[config.mk]
export PLATFORM = sky130hd
export DESIGN_NAME = pcdp_ram
export DESIGN_NICKNAME = d
export VERILOG_FILES = /design/src/pcdp_ram.sv
export SDC_FILE = /design/constraint.sdc
export NUM_CORES = 2
export LEC_CHECK = 0
export BUFFER_PORTS_ARGS = -buffer_cell sky130_fd_sc_hd__buf_4
export CAP_MARGIN = 20
export CORE_AREA = 8 8 580 411
export CTS_CLUSTER_DIAMETER = 150
export DETAILED_ROUTE_END_ITERATION = 12
export DIE_AREA = 0 0 588 419
export PLACE_DENSITY = 0.57
export SLEW_MARGIN = 10
export SYNTH_ARGS = -nofsm -noshare
export SYNTH_HDL_FRONTEND = slang
export SYNTH_SLANG_ARGS = --single-unit
export TNS_END_PERCENT = 100
[constraint.sdc]
create_clock -name clk -period 4.1 [get_ports clk]
set_clock_uncertainty 0.05 [all_clocks]
set_input_delay 0.205 -clock clk [delete_from_list [all_inputs] [get_ports clk]]
set_output_delay 0.205 -clock clk [all_outputs]
set_load 0.02 [all_outputs]
[src/pcdp_ram.sv]
// Generic simple dual-port RAM: one write port, one read port with a
// registered read. No dependencies.
`timescale 1ns / 1ps
`default_nettype none
module pcdp_ram #(
    parameter int WIDTH = 8,
    parameter int DEPTH = 256
) (
    input  wire logic                     clk,
    input  wire logic                     wr_en,
    input  wire logic [$clog2(DEPTH)-1:0] wr_addr,
    input  wire logic [WIDTH-1:0]         wr_data,
    input  wire logic                     rd_en,
    input  wire logic [$clog2(DEPTH)-1:0] rd_addr,
    output logic      [WIDTH-1:0]         rd_data
);

    logic [WIDTH-1:0] mem [DEPTH];

    always_ff @(posedge clk)
    begin
        if (wr_en)
        begin
            mem[wr_addr] <= wr_data;
        end
        if (rd_en)
        begin
            rd_data <= mem[rd_addr];
        end
    end

endmodule
`default_nettype wire

; Word-level counts from Yosys, hierarchy flattened
; Memory sizes are Yosys's and may differ from the RTL's. A register that Yosys moved wholly into a read port is not among the register bits.
; Cells that the tools add are included.
[op_classes]
add_sub_neg = 0
n_bitwise = 0
shift = 0
n_reduce_logical = 0
n_div = 0
multipliers = 0
magnitude_cmp = 0
mux = 2
eq_ne = 0
[ops]
columns = op, count
row1 = 2-to-1 mux 1 bit, 2
[totals]
mem_bits_ro = 0
ram_bits = 2048
ff_bits = 0
memories = 1
inputBits = 27
latchBits = 0
[mem_list]
columns = name, words, word_bits, rd, rd_ports_with_merged_regs, wr, line
row1 = mem, 256, 8, 1, 1, 1, 18  ; logic [WIDTH-1:0] mem [DEPTH];

; Depth between registers and ports, before layout
[depth]
word_depth = 2
depth_mapped = 11

; Worst setup path after synthesis
; Ideal clock, no wire load.
[synth_timing]
kind = input port to flip-flop
start = in rd_addr[0]
end = reg rd_data[2], read port of mem (data pin)
slack_ps = 1769
path_stages = 9
arrival_ps = 2012
setup_time_ps = 269
required_ps = 3781
path_buffers = 4
cell_sequence = buf_6 -> buf_12 -> buf_8 -> buf_2 -> mux4_2 -> a22oi_1 -> a21oi_1 -> nor4_1 -> nor4_2
[synth_rtl]
columns = item, line
row1 = "start, declared", 14  ; input wire logic [$clog2(DEPTH)-1:0] rd_addr,
row2 = "end, declared", 15  ; output logic [WIDTH-1:0] rd_data

==> flow_summary.ini <==
[worst_setup_path]
reg2reg_from = mem[101][0]$_DFFE_PP_
reg2regPathDepth = 6
path_cells = buf_8 > buf_4 > mux4_2 > a22oi_1 > a21oi_1 > nor4_1 > buf_4 > nor4_1
required_ps = 4600
worstSetupPathType = in2reg
critPathTopFamily = buffers and inverters
critPathMaxStageDelay_ps = 860
cp.arrival_ps = 3530
critical_path.slowest_cell = nor4_1
r2r_slack_ps = 1090
crit_fanout = 23
worst_setup_path_end_kind = flip-flop
critPathLaunchType = input port
critical_path_buf_inv_count = 3
r2r-end = rd_data[0]$_DFFE_PP_

[sta]
worst_slack_ps = 1073
relSlewSlack_pct = 8.806
hold_violations = 0
report.final.slew_viol_count = 0
worstMarginPinSlew_ps = 1368
rsz0062_at_grt = no
setup_viol = 0
max_freq_ghz = 0.3303
period_minus_slack_ps = 3027
fin_setup_tns_ps = 0
timing.hold.ws_ps = 70.91
fin_crit_sh_pct = 73.84

[synth]
synth_cells = 3733
synth_nets = 3760
synth_top_area_share_pct = 77.53
synth_ff_type = edfxtp_1
yosys.area.top_type = edfxtp_1
ys_ff_latch = 2056
postSynth.asyncResetShare_pct = 0
ys_seq_area_share_pct = 77.53
synth_edf_count = 2056
avgSynthCellArea_sq_um = 21.33
ys_warn_count = 0
synth_area_leaders = edfxtp_1 (78%), mux4_2 (13%), mux2i_1 (1.7%)
synth_cell_types = 54
netlist_area_sq_um = 79640

[global_route]
grt_overflow_total = 0
grt_pass1_vias = 39138
grt_max_degree = 140
grt_pass1_wl_microns = 299100
antenna_found_initial = 14
grt_use_total_pct = 16.70

[routing]
drt_iter0_drc = 5019
antenna_left = 0
drt-pass1-iter-count = 7
routed_wl_microns = 210800
wl_met3_microns = 19960
vias = 39349
topRoutingLayerUsed = met5
dr_wl_met2_microns = 91960
wl_per_cell_microns = 29.43
viasPerCell = 5.493
drc = 0
wl_met1_microns = 93480

[final_layout]
seqCellArea_sq_um = 61740
fin_nets = 3971
multi_input_area_sq_um = 16510
fill_cells = 20412
synthToLayoutAreaGrowth_pct = 13.47
drive_gt1_share_pct = 23.64
mostFrequentLayoutCells = edfxtp_1 (2,056), mux4_2 (454), nor2_1 (279), clkbuf_16 (193), buf_4 (192)
fin_area_sq_um = 90360
final_common_cell = edfxtp_1

[clock_network]
clock_latency_ps = 840
clkSinkCount = 2056
cts-htree-levels = 4
clk_path_buf_depth = 4
cts_resized = 0
clock-root-buffer = clkbuf_16
cts_made_buffers = 193
cts_tree = done
cts.clk_slew.worst_paths_ps = 60

[run_status]
outcome = finished clean

[die]
ios = 35
placementRows = 148
die_x_microns = 588
core_area_sq_um = 230000
dieHeight_microns = 419
dieArea_sq_um = 246400
start_util_pct = 34.63

[hold_path]
hold_end = mem[205][7]$_DFFE_PP_
worstHoldPathType = in2reg
whs_path_depth = 3
hp-start = wr_addr[2]

[placed_design]
io_buffer_count = 34
dpl_worst_slack_ps = 277.3
place.gp.congestion = 0.8645
place_area_sq_um = 84370
place.detailed.hpwl_microns = 133700

[pwr]
leakagePower_nw = 27.54
peakVddDrop_uv = 347.8
power_density_nw_per_um2 = 472.2

[flow_run]
drv_cap = 0
==> stage by stage <==
stage | util [%] | total power, mW | instances
finish | 39.29 | 42.67 | 7163
global route | 39.29 | 43.81 | 7160
CTS | 39.27 | 42.93 | 7155
detailed placement | 36.69 | 25.91 | 6813
global placement | 36.68 | 25.89 | 6810
floorplan | - | 24.78 | 3733
==> area by class of cell <==
| cell class | count | area share (%) |
|---|---|---|
| sequential | 2056 | 68.33 |
| clock buffer | 241 | 5.544 |
| antenna | 6 | 0.01662 |
| clock inverter | 92 | 0.9416 |
| multi-input combinational | 1442 | 18.27 |
| inverter | 2 | 0.008308 |
| tap | 3075 | 4.258 |
| timing repair buffer | 249 | 2.634 |
==> metal layers <==
metal,up-vias,GRT usage [%]
met3,326,3.978
met2,1749,24.46
met4,4,4.368
li1,16101,-
met5,-,0
met1,21169,25.00
==> worst max-delay path by stage <==
stage,startpoint,to,slack [ps],depth (start not counted)
CTS,mem[66][0]$_DFFE_PP_,rd_data[0]$_DFFE_PP_,1050,5
detailed placement,rd_addr[0],rd_data[4]$_DFFE_PP_,280,8
global route,rd_addr[0],rd_data[4]$_DFFE_PP_,1080,8
finish,rd_addr[0],rd_data[4]$_DFFE_PP_,1070,8
global placement,rd_addr[0],rd_data[4]$_DFFE_PP_,230,8
floorplan,rd_addr[0],rd_data[2]$_DFFE_PP_,1770,9
==> power by group <==
group	switching, mW	internal [mW]	total (mW)
Clock	7.68	9.53	17.2
Sequential	0.0342	23.2	23.2
Combinational	1.46	0.782	2.25
Total	9.18	33.5	42.7
==> worst register-to-register path, delay by kind of cell (launching register included) <==
kind               cells  cell delay (ps)
and+or+nand+nor        4             1290
DFF                    1              380
muxes                  1              470
AOI/OAI and AO/OA      1              530
==> cell families (layout without fill, tap and decap cells) <==
family | after synthesis | count (layout) | synth area share, %
other cells | 0 | 6 | 0
simple gates | 466 | 466 | 2.625
flops | 2056 | 2056 | 77.53
buf+inv | 235 | 584 | 1.829
mux | 591 | 591 | 14.60
compound gates | 385 | 385 | 3.416
==> Yosys cell counts (2+ instances only) <==
| library cell | instances |
|---|---|
| clkbuf_1 | 111 |
| nand3_1 | 34 |
| nand2b_1 | 8 |
| nor3_1 | 22 |
| mux2i_1 | 134 |
| a221oi_1 | 13 |
| nand2_1 | 33 |
| buf_12 | 8 |
| o22ai_1 | 28 |
| o221ai_1 | 46 |
| nand3b_1 | 2 |
| buf_8 | 13 |
| and2_1 | 6 |
| o211ai_1 | 10 |
| a2111oi_0 | 2 |
| nor2b_1 | 31 |
| o21ai_0 | 10 |
| mux4_1 | 2 |
| nand4_1 | 10 |
| mux4_2 | 454 |
| nor2_1 | 282 |
| a311oi_1 | 2 |
| a22oi_1 | 133 |
| buf_4 | 27 |
| a2111oi_1 | 2 |
| a31oi_1 | 2 |
| nor4_1 | 24 |
| nor4_2 | 3 |
| a22o_1 | 8 |
| buf_6 | 21 |
| buf_2 | 31 |
| and3b_1 | 2 |
| o21ai_1 | 2 |
| o22a_1 | 5 |
| a21oi_1 | 96 |
| edfxtp_1 | 2056 |
| buf_1 | 22 |
| o32ai_1 | 4 |
| a211oi_1 | 16 |
| or2_2 | 4 |
==> state kept, by name, summed over array words and instances, names as in the netlist <==
register	count
rd_data	8
mem	2048
==> repair_timing <==
action,in CTS,in global routing
setup buffers,0,0
endpoints found under the hold margin,628,0
hold buffers,9,0
endpoints found under the setup margin,0,0
Power figures use the tool's default switching activity.
