File: config.mk
export PLATFORM = sky130hd
export DESIGN_NAME = pcdp_seq
export DESIGN_NICKNAME = d
export VERILOG_FILES = /design/src/pcdp_pkg.sv /design/src/pcdp_seq.sv
export SDC_FILE = /design/constraint.sdc
export NUM_CORES = 1
export LEC_CHECK = 0
export ABC_CLOCK_PERIOD_IN_PS = 9160
export BUFFER_PORTS_ARGS = -buffer_cell sky130_fd_sc_hd__buf_2
export CORE_ASPECT_RATIO = 1.5
export CORE_MARGIN = 2
export CORE_UTILIZATION = 35
export DETAILED_ROUTE_END_ITERATION = 10
export PLACE_DENSITY_LB_ADDON = 0.12
export SYNTH_ARGS = -nofsm -noshare
export SYNTH_HDL_FRONTEND = slang
export SYNTH_SLANG_ARGS = --single-unit
export TNS_END_PERCENT = 1
File: constraint.sdc
create_clock -name clk -period 9.16 [get_ports clk]
set_clock_uncertainty 0.1 [all_clocks]
set_input_delay 1.374 -clock clk [delete_from_list [all_inputs] [get_ports clk]]
set_output_delay 1.374 -clock clk [all_outputs]
set_load 0.005 [all_outputs]
File: src/pcdp_pkg.sv
// Package for the partition count block: table geometry, loop constants
// and the read-beat record passed from the sequencer to the datapath.
// No dependencies.
`timescale 1ns / 1ps
`default_nettype none
package pcdp_pkg;

    localparam int MAX_N      = 255;
    localparam int IDX_W      = $clog2(MAX_N + 1);
    localparam int ADDR_W     = 2 * IDX_W;
    localparam int TABLE_DEPTH = 1 << ADDR_W;
    localparam int CNT_W      = 63;
    localparam int IN_W       = 8;

    // First row and first column that the fill pass computes
    localparam int FIRST_FILL_ROW = 3;
    localparam int FIRST_FILL_COL = 2;

    typedef logic [IDX_W-1:0]  idx_t;
    typedef logic [ADDR_W-1:0] addr_t;
    typedef logic [CNT_W-1:0]  cnt_t;

    // One table term to be read and added
    typedef struct packed {
        logic  valid;
        logic  seed;       // term is a seeded one: value 1, memory not used
        logic  first;      // first term of a sum
        logic  last;       // last term of a sum
        logic  final_sum;  // the sum is the row total, i.e. the result
        addr_t rd_addr;
        addr_t wr_addr;    // entry that receives the finished sum
    } beat_t;

endpackage
`default_nettype wire

File: src/pcdp_seq.sv
// Loop sequencer: walks the fill loops (row, column, term) and then the
// row-total loop, issuing one table read beat per cycle. Uses pcdp_pkg.
`timescale 1ns / 1ps
`default_nettype none
module pcdp_seq (
    input  wire logic          clk,
    input  wire logic          rst_n,
    input  wire logic          go,
    input  wire pcdp_pkg::idx_t n_in,
    output pcdp_pkg::beat_t    beat
);

    typedef enum logic [1:0] {
        S_IDLE,
        S_FILL,
        S_SUM
    } state_t;

    state_t         state_reg, state_next;
    pcdp_pkg::idx_t n_reg, n_next;
    pcdp_pkg::idx_t i_reg, i_next;
    pcdp_pkg::idx_t j_reg, j_next;
    pcdp_pkg::idx_t k_reg, k_next;
    pcdp_pkg::idx_t rest;
    pcdp_pkg::idx_t limit;
    logic           k_is_one;

    localparam pcdp_pkg::idx_t ONE = pcdp_pkg::IDX_W'(1);

    assign rest     = i_reg - j_reg;
    assign limit    = (j_reg < rest) ? j_reg : rest;
    assign k_is_one = (k_reg == ONE);

    // Current beat
    always_comb
    begin
        beat = '0;
        case (state_reg)
            S_FILL:
            begin
                beat.valid   = 1'b1;
                beat.rd_addr = {rest, k_reg};
                beat.seed    = k_is_one || (k_reg == rest);
                beat.first   = k_is_one;
                beat.last    = (k_reg == limit);
                beat.wr_addr = {i_reg, j_reg};
            end
            S_SUM:
            begin
                beat.valid     = 1'b1;
                beat.rd_addr   = {n_reg, k_reg};
                beat.seed      = k_is_one || (k_reg == n_reg);
                beat.first     = k_is_one;
                beat.last      = (k_reg == n_reg);
                beat.final_sum = 1'b1;
            end
            default:
            begin
                beat = '0;
            end
        endcase
    end

    // Advance the loop counters
    always_comb
    begin
        state_next = state_reg;
        n_next     = n_reg;
        i_next     = i_reg;
        j_next     = j_reg;
        k_next     = k_reg;
        case (state_reg)
            S_IDLE:
            begin
                if (go)
                begin
                    n_next = n_in;
                    i_next = pcdp_pkg::IDX_W'(pcdp_pkg::FIRST_FILL_ROW);
                    j_next = pcdp_pkg::IDX_W'(pcdp_pkg::FIRST_FILL_COL);
                    k_next = ONE;
                    if (32'(n_in) >= 32'(pcdp_pkg::FIRST_FILL_ROW))
                    begin
                        state_next = S_FILL;
                    end
                    else
                    begin
                        state_next = S_SUM;
                    end
                end
            end
            S_FILL:
            begin
                if (k_reg == limit)
                begin
                    k_next = ONE;
                    if (j_reg == i_reg - ONE)
                    begin
                        j_next = pcdp_pkg::IDX_W'(pcdp_pkg::FIRST_FILL_COL);
                        if (i_reg == n_reg)
                        begin
                            state_next = S_SUM;
                        end
                        else
                        begin
                            i_next = i_reg + ONE;
                        end
                    end
                    else
                    begin
                        j_next = j_reg + ONE;
                    end
                end
                else
                begin
                    k_next = k_reg + ONE;
                end
            end
            S_SUM:
            begin
                if (k_reg == n_reg)
                begin
                    state_next = S_IDLE;
                end
                else
                begin
                    k_next = k_reg + ONE;
                end
            end
            default:
            begin
                state_next = S_IDLE;
            end
        endcase
    end

    always_ff @(posedge clk or negedge rst_n)
    begin
        if (!rst_n)
        begin
            state_reg <= S_IDLE;
            n_reg     <= '0;
            i_reg     <= '0;
            j_reg     <= '0;
            k_reg     <= '0;
        end
        else
        begin
            state_reg <= state_next;
            n_reg     <= n_next;
            i_reg     <= i_next;
            j_reg     <= j_next;
            k_reg     <= k_next;
        end
    end

endmodule
`default_nettype wire
---- Word level (Yosys, flattened, before mapping) ----
Cells that the tools add are included.
storage, ports and cells
  flip-flop bits (word level) ............. 34
  output and inout port bits .............. 37
operators by class
  reduce and logical (&&, ||, !) cells .... 10
  equal/unequal tests ..................... 15
  order comparisons ....................... 2
  multiplexer cells ....................... 25
  add/sub/neg operators ................... 5
operator list
  kind                                                                    number
  8-bit 2-to-1 mux                                                        11
  8-bit equality test                                                     5
  16-bit case mux with 2 select lines                                     1
  8-bit case mux with 2 select lines                                      2
  8-bit by 1-bit adder with 8-bit output (second input constant)          3
  8-bit case mux with 3 select lines                                      1
  16-bit 2-to-1 mux                                                       1
  2-bit != test (second input constant)                                   7
  2-bit 2-to-1 mux                                                        6
  5-bit AND reduction                                                     2
  8-bit by 1-bit equality test with 1-bit output (second input constant)  1
  8-bit by 2-bit >= comparator with 1-bit output (second input constant)  1
  8-bit less-than comparator                                              1
  4-bit case mux with 2 select lines                                      1
  8-bit by 1-bit subtractor with 8-bit output (second input constant)     1
  8-bit subtractor                                                        1
  2-bit case mux with 3 select lines                                      1
  3-bit AND reduction                                                     2
  3-bit nonzero test                                                      1
  2-bit by 1-bit equality test with 1-bit output (second input constant)  1
  2-bit equality test (second input constant)                             1
  2-bit logical NOT                                                       1
  1-bit logical OR                                                        2
  2-bit AND reduction                                                     1
  other kinds (2)                                                         2

---- Longest topological paths before layout ----
  depth in word-level cells ............... 6
  depth in mapped cells ................... 21
  gate-level depth less buffers ........... 18

---- Worst setup path before layout ----
OpenSTA, ideal clock, no wires.
  path type ............................... reg-to-output
  start point ............................. reg i_reg[0]
  end point ............................... out beat[33] in the netlist's numbering
  data required time ...................... 7686 ps
  arrival ................................. 3821 ps
  setup slack ............................. 3865 ps
  stages on the path, launching flop included .. 20
  path through ............................ dfrtp_1 -> clkbuf_1 -> inv_1 -> ha_1 -> inv_1 -> fa_1 -> a211oi_4 -> o21bai_2 -> a21oi_2 -> xnor2_1 -> inv_1 -> ha_1 -> o2111ai_1 -> a21oi_1 -> o21ai_0 -> a21oi_1 -> o211ai_1 -> nor3_1 -> nand2_1 -> a21boi_0
RTL lines
  what                    RTL line         RTL
  from (decl)             pcdp_seq.sv:21   pcdp_pkg::idx_t i_reg, i_next;
  from (signal assigned)  pcdp_seq.sv:150  i_reg <= i_next;
  to (decl)               pcdp_seq.sv:10   output pcdp_pkg::beat_t beat

==> out/results.tsv <==
metric	value	unit
synthArstFlopShare	100.0	%
p_clk_share	53.5	%
routed_via_density	5.837	
numCtsBuffers	5	
core-area	9744	sq um
cp_cell_sequence	inv_1, ha_1, inv_1, fa_1, a211oi_4, o21bai_2, a21oi_2, xnor2_1, inv_1, ha_1, o2111ai_1, a21oi_1, o21ai_0, a21oi_1, o211ai_1, nor3_1, nand2_1, a21boi_0, buf_2	
cts_buffer_depth	2	
gp_congestion	0.8981	
syn_avg_cell_area	7.847	sq um
ys.flop_type	dfrtp_1	
wirelength	11520	um
cts_resized	0	
post-route-period-util	69.57	%
regArea	850.8	sq um
r2r_setup_slack	3.63	ns
finalNetCount	510	
end_kind	output pin	
boundaryPins	48	
ys_seq_area_share	24.15	%
critical_path.max_stage_delay	0.49	ns
drc	0	
p_leak	0.001690	uW
cts_sinks	34	
timing.setup.tns	0	ns
fmax	156.9	MHz
crit_path_top_delay_cell	dfrtp_1	
grt_overflow	0	
p_comb_share	1.8	%
die_h	126.9	um
cts_setup_buffers	0	
max_cap_viol_count	0	
dpl_cell_area	3794	sq um
endpoint	beat[33]	
crit_start	i_reg[0]	
synthToLayoutAreaGrowth	11.97	%
ant_nets	0	
worst_hold_path_type	flop to flop	
tightest_slew	0.9960	ns
worst_setup_path_start_kind	flop	
antenna_found_initial	0	
chipWidth	85.92	um
yosysWarnings	0	
root_buffer	clkbuf_16	
netlist_area	3523	sq um
fillCellCount	1024	
row_count	44	
relSlewSlack	33.53	%
switching_power	75.79	uW
post-dp-hpwl	8807	um
design_area	3945	sq um
clock_latency	0.29	ns
fin_ws	2.787	ns
rsz0062_at_grt	false	
setup_viol	0	
internal_power	259.6	uW
p_seq_share	44.8	%
multi_input_area	2462	sq um
run_status	finished, final reports clean	
finalHoldViolCount	0	
worst_ir_drop_vdd	0.06706	mV
critPathMaxFanout	9	
holdWs	0.4602	ns
vias	3444	
ys_ff_latch	34	
dp_slack	3.137	ns
drv_slew	0	
period_needed	6.373	ns
min_from	state_reg[1]	
worst_r2r_path_depth	18	
rr_startpoint	i_reg[0]	
layout.cells.non_filler	590	
wl_per_cell	19.53	um
netlist_instances	449	
ctsHtreeMaxLevel	2	
syn-num-nets	485	
cp.required	7.69	ns
floorplan.die_area	10900	sq um
initial_core_util	36.16	%
cts_hold_buffers	0	
netSwitchingFraction	22.59	%
p_per_area	85.03	nW/um^2
regToRegEndpoint	j_reg[7]	
dr.first_iter.drc_count	170	
io_buffers	47	
dp.cells	582	
grt_max_degree	35	
grt_use_total	21.59	%
path_class	flop to output pin	
drtPass1Iterations	4	
synth_enable_flop_cells	0	
crit_top_cell	inv_1	
cts_tree	built	
diodes	0	
crit_arrival	4.90	ns
grt_pass1_wl	18300	um
first_global_vias	3404	
synth.distinct_cells	55	
path_clk_slew	0.06	ns
drive_gt1_share	15.58	%
[metal layers]
| metal | vias up | track usage, % | wire [um] |
|---|---|---|---|
| met5 | - | 0 | 0 |
| met4 | 0 | 8.403 | 354 |
| met3 | 21 | 2.277 | 408 |
| met2 | 83 | 38.53 | 5944 |
| met1 | 1688 | 26.10 | 4813 |
| li1 | 1652 | - | - |
[cell usage after synthesis (8+ instances only)]
master	instances	area, sq um
inv_1	21	78.83
dfrtp_1	34	850.8
and2_1	20	125.1
nor3_1	16	80.08
nor2b_1	12	75.07
xor2_1	27	236.5
nand2_1	35	131.4
a21oi_1	11	55.05
o21ai_0	25	125.1
nor2_1	38	142.6
ha_1	24	300.3
clkbuf_1	27	101.4
mux2_2	8	90.09
nand3_1	22	110.1
nor4_1	12	75.07
xnor2_1	16	140.1
[placed cells by master, fill, tap and decap left out, types with 8 or more instances in the layout]
| cell type | n |
|---|---|
| a21oi_1 | 11 |
| xor2_1 | 27 |
| inv_1 | 21 |
| ha_1 | 24 |
| o21ai_0 | 25 |
| and2_1 | 20 |
| nor3_1 | 16 |
| nor2_1 | 38 |
| buf_2 | 47 |
| nor2b_1 | 12 |
| xnor2_1 | 16 |
| nand3_1 | 22 |
| dfrtp_1 | 34 |
| nand2_1 | 35 |
| mux2_2 | 8 |
| nor4_1 | 12 |
[kinds of logic after synthesis]
logic type                 count (synthesis)  synth area share [%]
xor gates and xnor gates                  43                 10.69
buffers and inverters                     53                 5.966
muxes                                     10                 3.125
and+or+nand+nor                          187                 26.95
AOI/OAI and AO/OA                         97                 20.03
adders and majority gates                 25                 9.091
DFF                                       34                 24.15
[power groups by stage]
stage,Clock (uW),Sequential [uW],Combinational (uW)
final,179,150,5.92
after global routing,186,150,6.89
after CTS,184,150,6.27
after detailed placement,0,153,6.28
after global placement,0,153,6.18
after floorplan,0,153,0.159
[how the worst min path moves through the flow]
| stage | slack [ns] | endpoint | cells after the start |
|---|---|---|---|
| after floorplan | 0.41 | state_reg[1] | 1 |
| after global placement | 0.45 | state_reg[1] | 1 |
| after detailed placement | 0.45 | state_reg[1] | 1 |
| after CTS | 0.47 | state_reg[1] | 1 |
| after global routing | 0.49 | state_reg[1] | 1 |
| final | 0.46 | state_reg[1] | 1 |
[final cells by class]
type	count	area share, %
clock buffers	6	3.520
clock inverters	2	0.3172
inverters	21	1.998
multi-input cells	362	62.42
flip-flops and latches	34	21.57
well taps	115	3.647
repair buffers	50	6.533
[per-stage QoR]
step / power (uW) / utilization (%)
after floorplan: 153.1 / -
after global placement: 159.1 / 38.93
after detailed placement: 159.2 / 38.93
after CTS: 340.8 / 40.49
after global routing: 343.3 / 40.49
final: 335.4 / 40.49
[worst max-delay path: cells and delay by family (launching register included)]
family | cells | cell delay, ns
AO/OA/AOI/OAI | 9 | 1.81
buffers and inverters | 4 | 0.53
XOR/XNOR | 1 | 0.26
flip-flops | 1 | 0.49
AND/OR/NAND/NOR | 2 | 0.58
adder cells (fa/ha/maj) | 3 | 0.95
(Power assumes the default switching activity.)
